## src/sv/rwg_pkg.sv

```systemverilog
// ----------------------------------------------------------------------------
// rwg_pkg
// Shared codes, widths and types for the read/write grouping controller.
// ----------------------------------------------------------------------------
package rwg_pkg;

  localparam int ADDR_W     = 32;
  localparam int DATA_W     = 64;
  localparam int TIME_W     = 64;
  localparam int MISS_SHIFT = 12;

  localparam logic [2:0] ST_ENQUEUED   = 3'd0;
  localparam logic [2:0] ST_QUEUE_FULL = 3'd1;
  localparam logic [2:0] ST_READ_DONE  = 3'd2;
  localparam logic [2:0] ST_WRITE_DONE = 3'd3;
  localparam logic [2:0] ST_NO_REQUEST = 3'd4;
  localparam logic [2:0] ST_TRANSITION = 3'd5;

  localparam logic [1:0] MODE_READ  = 2'd0;
  localparam logic [1:0] MODE_WRITE = 2'd1;
  localparam logic [1:0] MODE_TURN  = 2'd2;

  localparam logic IN_ENQUEUE = 1'b0;
  localparam logic IN_SERVICE = 1'b1;

  localparam logic CFG_BURST_LIMIT = 1'b0;
  localparam logic CFG_BANK_BUSY   = 1'b1;

  localparam logic [10:0] COUNT_MAX   = 11'd2047;
  localparam logic [10:0] BURST_RESET = 11'd512;
  localparam logic [15:0] BUSY_RESET  = 16'd100;

  typedef struct packed {
    logic empty;
    logic full;
  } q_status_t;

endpackage

```

## src/sv/rwg_mod.sv

```systemverilog
// ----------------------------------------------------------------------------
// rwg_mod
// Remainder of a 32-bit value by a constant through reciprocal
// multiplication: the input, the product and the remainder are registered in turn.
// ----------------------------------------------------------------------------
module rwg_mod #(
  parameter int DIV = 16,
  parameter int RW  = 4
) (
  input  logic                       clk,
  input  logic                       rst_n,
  input  logic                       start,
  input  logic [rwg_pkg::ADDR_W-1:0] value,
  output logic                       done,
  output logic [RW-1:0]              rem
);
  import rwg_pkg::*;

  localparam int                LG    = $clog2(DIV);
  localparam int                SH    = ADDR_W + LG;
  localparam logic [33:0]       M_C   = 34'(((64'd1 << SH) / 64'(DIV)) + 64'd1);
  localparam logic [ADDR_W-1:0] DIV_C = ADDR_W'(DIV);

  logic [ADDR_W-1:0] val_r;
  logic [65:0]       prod_r;
  logic [ADDR_W-1:0] quo;
  logic [ADDR_W-1:0] rem_full;
  logic [RW-1:0]     rem_r;
  logic              s1_r, s2_r, done_r;

  // the reciprocal is rounded up, which keeps the quotient exact for 32 bits
  assign quo      = ADDR_W'(prod_r >> SH);
  assign rem_full = val_r - ADDR_W'(quo * DIV_C);

  always_ff @(posedge clk) begin
    if (!rst_n) begin
      s1_r   <= 1'b0;
      s2_r   <= 1'b0;
      done_r <= 1'b0;
    end else begin
      s1_r   <= start;
      s2_r   <= s1_r;
      done_r <= s2_r;
    end
  end

  always_ff @(posedge clk) begin
    if (start) begin
      val_r <= value;
    end
    if (s1_r) begin
      prod_r <= 66'(val_r) * 66'(M_C);
    end
    if (s2_r) begin
      rem_r <= rem_full[RW-1:0];
    end
  end

  assign done = done_r;
  assign rem  = rem_r;

endmodule

```

## config.mk

```make
export PLATFORM = sky130hd
export DESIGN_NAME = rwg_mod
export DESIGN_NICKNAME = d
export VERILOG_FILES = /design/src/sv/rwg_pkg.sv /design/src/sv/rwg_mod.sv
export SDC_FILE = /design/constraint.sdc
export NUM_CORES = 1
export LEC_CHECK = 0
export BUFFER_PORTS_ARGS = -buffer_cell sky130_fd_sc_hd__buf_2
export CORE_AREA = 2 2 39 41
export DETAILED_ROUTE_END_ITERATION = 6
export DIE_AREA = 0 0 41 43
export GPL_TIMING_DRIVEN = 0
export SLEW_MARGIN = 20
export SYNTH_ARGS = -nofsm -noshare
export SYNTH_HDL_FRONTEND = slang
export SYNTH_SLANG_ARGS = --single-unit
```

## constraint.sdc

```tcl
create_clock -name clk -period 1.55 [get_ports clk]
set_input_delay 0.0775 -clock clk [delete_from_list [all_inputs] [get_ports clk]]
set_output_delay 0.0775 -clock clk [all_outputs]
set_load 0.02 [all_outputs]
```

* Word-level counts from Yosys, hierarchy flattened
Cells that the tools add are included.
Operators by class: add/subtract/negate cells 1
Operator list (number):
- $sub A4 B1 Y4 const B | 1
Word-level totals: flip-flop bits (word level) 39, input port bits 35, output and inout port bits 5, word-level logic and storage cells 6

* Longest topological paths before layout
Gate-level depths: netlist of the first run.
depth in word-level cells 1, mapped depth 1, mapped depth without buffers 1

* Least setup slack after synthesis of the first run
No wires, ideal clock.
path type flip-flop to flip-flop, start point reg s2_r, end point reg rem_r[0] (netlist: rem[0]) (enable), library setup time 0.310 ns, arrival 0.364 ns, data required time 1.240 ns, setup slack 0.876 ns, cell stages (with the launch flop) 1, path buffers 0, period minus slack after synthesis 0.674 ns, cell sequence dfxtp_1
RTL lines:
- start: declaration | RTL line rwg_mod.sv:29 | logic s1_r, s2_r, done_r;
- start signal: assignment | RTL line rwg_mod.sv:42 | s2_r <= s1_r;
- end signal: assignment | RTL line rwg_mod.sv:55 | rem_r <= rem_full[RW-1:0];
- end: declaration | RTL line rwg_mod.sv:28 | logic [RW-1:0] rem_r;
No word-level cell between the ends.

* Worst setup path in the final report of the first run
start point reg rem_r[0] (netlist: rem[0]), end point out rem[0]
RTL lines:
- end: declaration | RTL line rwg_mod.sv:15 | output logic [RW-1:0] rem
No word-level cell between the ends.

==> summary.txt, run 1 <==
Drt
  – Vias per inst: 3.86
  – Final WL: 427 µm
  – TritonRoute pass-1 iters: 1
  – Remaining antenna violation count: 0
  – DR WL/cell: 8.71 µm
  – Drt drc: 0
  – Vias: 189
  – 1st-iter DRT viols: 0

Timing
  – Worst clock skew: 0.00126 ns
  – RSZ-0062 raised after global routing: false
  – Fmax: 1.15 GHz
  – Final hold vios: 0
  – Fin. max-slew vios: 0
  – Crit path time final: 0.872 ns
  – Final worst slack: 0.678 ns
  – Max transition margin: 87.2%
  – Worst-margin pin slew: 0.191 ns
  – Setup TNS Final: 0 ns
  – Number of setup violations in the final report: 0
  – Final period util: 56.3%

GRT
  – First-pass GRT wire length: 724 µm
  – Grt ovf: 0
  – Initial antenna violation count: 0
  – Via count of the first global-routing pass: 196
  – Total GRT Usage: 6.97%
  – Largest net degree at the start of global routing: 7

Logic synthesis
  – Yosys warning count: 0
  – Synth Flop Type: edfxtp_1
  – Register area share after synthesis: 94.1%
  – Netlist cell types: 3
  – Cell Area, Synth: 319 µm²
  – Synth async-reset ratio: 0%
  – Mean Syn Cell Area: 22.8 µm²
  – Most instantiated cells after synthesis: edfxtp_1, and2_1, dfxtp_1
  – Mapped Nets: 49
  – Yosys top cell area share: 75.3%
  – Post-synth EDFFs: 8
  – Mapped Cells: 14
  – Largest cells by area after synthesis: edfxtp_1, dfxtp_1, and2_1
  – Most frequent cell after synthesis: edfxtp_1
  – Top cell type by total area after synthesis: edfxtp_1
  – FF+latch count, synth: 11

Setup path
  – CP startpoint kind: flop
  – WS Path Type: flop to output pin
  – Critical path's slowest cell: edfxtp_1
  – Worst path cell trace: buf_2
  – Path depth of the worst reg2reg path: 0
  – Critical Path RT: 1.47 ns
  – Critical R2R Launch: s2_r
  – R2r setup slk: 0.83 ns
  – Crit path arrival time: 0.79 ns
  – Crit path max-delay family: flip-flops
  – Worst Setup End Kind: output pin
  – Worst path bufs/invs: 1
  – CP Max Fanout: 1
  – Worst r2r dst: rem[0]
  – Biggest cell delay along the critical path: 0.37 ns

Finish
  – Final Net Count: 69
  – Footprint of the multi-input gates: 18.8 µm²
  – # fillers: 142
  – Seq. cell area: 300 µm²
  – Syn-to-layout area delta: 44.3%
  – Layout cells sized above 1: 42.4%
  – # diodes: 0

Clock tree
  – Reg clk slew, reported paths: 0.07 ns
  – Post-CTS Hold Fix Bufs: 4
  – Clock sink count: 11
  – Clock root buffer: clkbuf_4
  – # resized after CTS: 0
  – H-tree levels: 1
  – Clk_lat worst skew: 0.26 ns
  – Max clock buf depth: 2
  – Post-CTS Setup Bufs: 0
  – Cts bufs inserted: 3
  – CTS tree: done

Power and ir drop
  – Clk network pwr share: 34.0%
  – Sequential Power Share: 61.0%
  – Internal: 448 µW
  – Sw frac: 19.0%
  – P_sw: 105 µW
  – Pwr dens: 1200 nW/µm²
  – Leak pwr: 0.000185 µW
  – Peak supply drop: 0.414 mV
  – Combinational power share: 5.0%

Worst hold path
  – Worst Hold Class: primary input to flop
  – Hold Path Cell Cnt: 2
  – WHS Endpoint: s2_r
  – Hold_sp: rst_n

Die
  – Die Area: 1760 µm²
  – Site Rows: 14
  – Core area: 1380 µm²
  – Chip height: 43 µm
  – Die Wd: 41 µm
  – Initial Utilization: 23.1%
  – I/O pin cnt: 40

Placement
  – Dpl ws: 0.838 ns
  – Number of port buffers: 11
  – RePlAce Congestion: 0.614

Status
  – Status: completed

Job
  – Max cap viols: 0
layout by cell type, fill, tap and decap left out, drive strengths merged:
cell	synthesis	final
buf	0	11
edfxtp	8	8
clkbuf	0	4
and2	3	3
dlygate4sd3	0	4
dfxtp	3	3
per-stage QoR:
stage / util, % / hold WS [ns] / instances / total power (µW) / area, µm²
final: 33.3 / 0.0360 / 49 / 553 / 460
after global routing: 33.3 / 0.0422 / 49 / 580 / 460
after detailed placement: 28.5 / 0.256 / 41 / 364 / 394
after floorplan: - / 0.176 / 14 / 350 / 319
after global placement: 28.5 / 0.254 / 41 / 362 / 394
after CTS: 33.3 / 0.0272 / 49 / 561 / 460
final cells by class:
| cell class | instances | area share, % |
|---|---|---|
| clock buffers | 4 | 5.71 |
| multi-input cells | 3 | 4.08 |
| flip-flops and latches | 11 | 65.2 |
| well taps | 16 | 4.35 |
| repair buffers | 15 | 20.7 |
flip-flops by register name (all words and copies together), names as in the netlist:
name / cells
done: 1
s2_r: 1
rem: 4
s1_r: 1
val_r: 4
worst max path at each step:
| stage | startpoint | endpoint | depth (start not counted) |
|---|---|---|---|
| after floorplan | s2_r | rem[0] | 0 |
| after global placement | s2_r | rem[3] | 0 |
| after detailed placement | s2_r | rem[0] | 0 |
| after global routing | rem[0] | rem[0] | 1 |
| after CTS | rem[0] | rem[0] | 1 |
| final | rem[0] | rem[0] | 1 |
layer usage:
| layer | GRT usage, % | vias up | wire (µm) |
|---|---|---|---|
| li1 | - | 88 | - |
| met1 | 6.21 | 83 | 150 |
| met2 | 10.0 | 15 | 195 |
| met3 | 3.14 | 3 | 58 |
| met4 | 8.00 | 0 | 23 |
| met5 | 0 | - | 0 |
power groups by stage:
| stage | Sequential, µW | Combinational, µW | Clock [µW] |
|---|---|---|---|
| after CTS | 338 | 27.6 | 196 |
| after floorplan | 348 | 1.88 | 0 |
| after detailed placement | 344 | 20.0 | 0 |
| after global routing | 339 | 30.4 | 210 |
| after global placement | 343 | 19.1 | 0 |
| final | 337 | 27.4 | 188 |
logic make-up (layout without fill, tap and decap cells):
logic type	count (synthesis)	after routing	share of synthesized area (%)
DFF	11	11	94.1
and+or+nand+nor	3	3	5.88
buffers and inverters	0	19	0
No activity file was read; power rests on OpenSTA's default activity.
==> run 2: changes to the inputs <==
==> constraint.sdc (replaced) <==
create_clock -name clk -period 0.84 [get_ports clk]
set_input_delay 0.042 -clock clk [delete_from_list [all_inputs] [get_ports clk]]
set_output_delay 0.042 -clock clk [all_outputs]
set_load 0.02 [all_outputs]
==> run 2 against run 1 <==
- worst hold slack gained 0.012 ns
- first-iteration DRC count is the same
- clock skew about the same
- critical path type unchanged
- routed wire length rose by 3.5%
- final area increased by 3.5%
- critical endpoint unchanged
==> summary.txt, run 2 (synthesis results as in run 1) <==
Status
  – Status: completed (unchanged)

Timing
  – Fmax: 1.20 GHz
  – Number of setup violations in the final report: 0 (unchanged)
  – Setup TNS Final: 0 ns (unchanged)
  – Final worst slack: 0.00555 ns (was 0.678 ns)
  – Fin. max-slew vios: 0 (unchanged)
  – Max transition margin: 87.2% (unchanged)
  – Crit path time final: 0.834 ns
  – RSZ-0062 raised after global routing: true (was false)
  – Worst-margin pin slew: 0.191 ns (unchanged)
  – Final period util: 99.3%
  – Final hold vios: 0 (unchanged)
  – Worst clock skew: 0.00126 ns (about the same)

Power and ir drop
  – Peak supply drop: 0.764 mV (was 0.414 mV)
  – Pwr dens: 2150 nW/µm² (was 1200 nW/µm²)
  – Power, Total: 1030 µW (was 553 µW)
  – Leak pwr: 0.000192 µW (was 0.000185 µW)

Drt
  – Drt drc: 0 (unchanged)
  – Remaining antenna violation count: 0 (unchanged)
  – Vias: 193 (was 189)
  – 1st-iter DRT viols: 0 (unchanged)
  – TritonRoute pass-1 iters: 1 (unchanged)
  – Final WL: 442 µm (was 427 µm)
  – DR WL/cell: 8.84 µm (was 8.71 µm)
  – Vias per inst: 3.86 (about the same)

Setup path
  – Biggest cell delay along the critical path: 0.39 ns (was 0.37 ns)
  – CP startpoint: rem[0] (unchanged)
  – WS Path Type: flop to output pin (unchanged)
  – Critical Path RT: 0.80 ns (was 1.47 ns)
  – Levels on crit path: 1 (unchanged)
  – Crit path max-delay family: flip-flops (unchanged)
  – CP startpoint kind: flop (unchanged)
  – Worst Setup End Kind: output pin (unchanged)
  – Worst r2r dst: rem[0] (unchanged)
  – Worst path cell trace: buf_6 (was buf_2)
  – R2r setup slk: 0.12 ns (was 0.83 ns)
  – Critical R2R Launch: s2_r (unchanged)
  – Path depth of the worst reg2reg path: 0 (unchanged)
  – Critical path's slowest cell: edfxtp_1 (unchanged)
  – Crit path arrival time: 0.79 ns (about the same)
  – CP Max Fanout: 1 (unchanged)
  – Worst path bufs/invs: 1 (unchanged)
  – Worst Setup EP: rem[0] (unchanged)

Clock tree
  – Post-CTS Setup Bufs: 0 (unchanged)
  – Clock sink count: 11 (unchanged)
  – CTS tree: done (unchanged)
  – Cts bufs inserted: 3 (unchanged)
  – Max clock buf depth: 2 (unchanged)
  – H-tree levels: 1 (unchanged)
  – Clock root buffer: clkbuf_4 (unchanged)
  – Reg clk slew, reported paths: 0.07 ns (about the same)
  – Clk_lat worst skew: 0.26 ns (about the same)

Job
  – Max cap viols: 0 (unchanged)

Die
  – Site Rows: 14 (unchanged)
  – Core area: 1380 µm² (unchanged)
  – I/O pin cnt: 40 (unchanged)
  – Initial Utilization: 23.1% (unchanged)
  – Chip height: 43 µm (unchanged)
  – Die Area: 1760 µm² (unchanged)
  – Die Wd: 41 µm (unchanged)

Finish
  – Syn-to-layout area delta: 49.4% (was 44.3%)
  – Layout cells sized above 1: 41.2% (was 42.4%)
  – Final Cell Area: 477 µm² (was 460 µm²)
  – Final Net Count: 70 (was 69)
  – Commonest cells after routing, fill and taps aside: buf_2, edfxtp_1, dlygate4sd3_1 (unchanged)
  – Commonest non-fill, non-tap cell in the layout: buf_2 (unchanged)
  – # diodes: 0 (unchanged)

GRT
  – First-pass GRT wire length: 745 µm (was 724 µm)
  – Grt ovf: 0 (unchanged)
  – Initial antenna violation count: 0 (unchanged)
  – Via count of the first global-routing pass: 202 (was 196)
  – Total GRT Usage: 7.18% (was 6.97%)
  – Largest net degree at the start of global routing: 7 (unchanged)

Placement
  – Number of port buffers: 11 (unchanged)
  – Dpl ws: 0.128 ns (was 0.838 ns)
  – RePlAce Congestion: 0.614 (unchanged)
  – Dpl cell area: 394 µm² (unchanged)

Worst hold path
  – Hold_sp: start (was rst_n)
  – Worst Hold Class: primary input to flop (unchanged)
[run 2: cell count changes in the layout (fill, tap and decap cells not counted)]
cell,before,now
dlygate4sd3_1,4,5
buf_2,11,10
buf_6,0,1
[run 2: cell type report]
class                           instances  area [µm²]
Clock buffer                            4        26.3
Fill cell                             142         907
Sequential cell                        11         300
Tap cell                               16        20.0
Multi-Input combinational cell          3        18.8
Timing Repair Buffer                   16         111
[run 2: worst min path at each step]
stage	to	slack, ns	cells past startpoint
finish	val_r[2]	0.05	1
global route	val_r[2]	0.05	1
CTS	val_r[2]	0.04	1
detailed placement	val_r[3]	0.22	1
global placement	val_r[3]	0.22	1
floorplan	val_r[0]	0.14	0
[run 2: what timing repair did]
action / 4_1_cts / 5_1_grt
resized for setup: 0 / 2
endpoints found under the setup margin: 1 / 4
cloned: 0 / 0
hold buffers: 5 / 0
endpoints found under the hold margin: 6 / 0
[run 2: per-stage QoR]
step | hold WS, ns | instances | util [%]
3_5_place_dp | 0.221 | 41 | 28.5
2_1_floorplan | 0.141 | 14 | -
4_1_cts | 0.0396 | 50 | 34.0
6_report | 0.0480 | 50 | 34.4
3_3_place_gp | 0.219 | 41 | 28.5
5_1_grt | 0.0503 | 50 | 34.4
[run 2: power breakdown]
part,internal (µW),switching (µW),leakage (µW)
sequential,614,9.19,0.000101
combinational,33.7,22.2,0.0000762
clock,184,163,0.0000150
[run 2: layer usage]
| metal | vias to the layer above | GRT usage (%) | share of wire (%) |
|---|---|---|---|
| met5 | - | 0 | 0 |
| met4 | 0 | 8.00 | 5.2 |
| met3 | 3 | 3.14 | 13 |
| met2 | 15 | 10.6 | 48 |
| met1 | 85 | 6.21 | 34 |
| li1 | 90 | - | - |
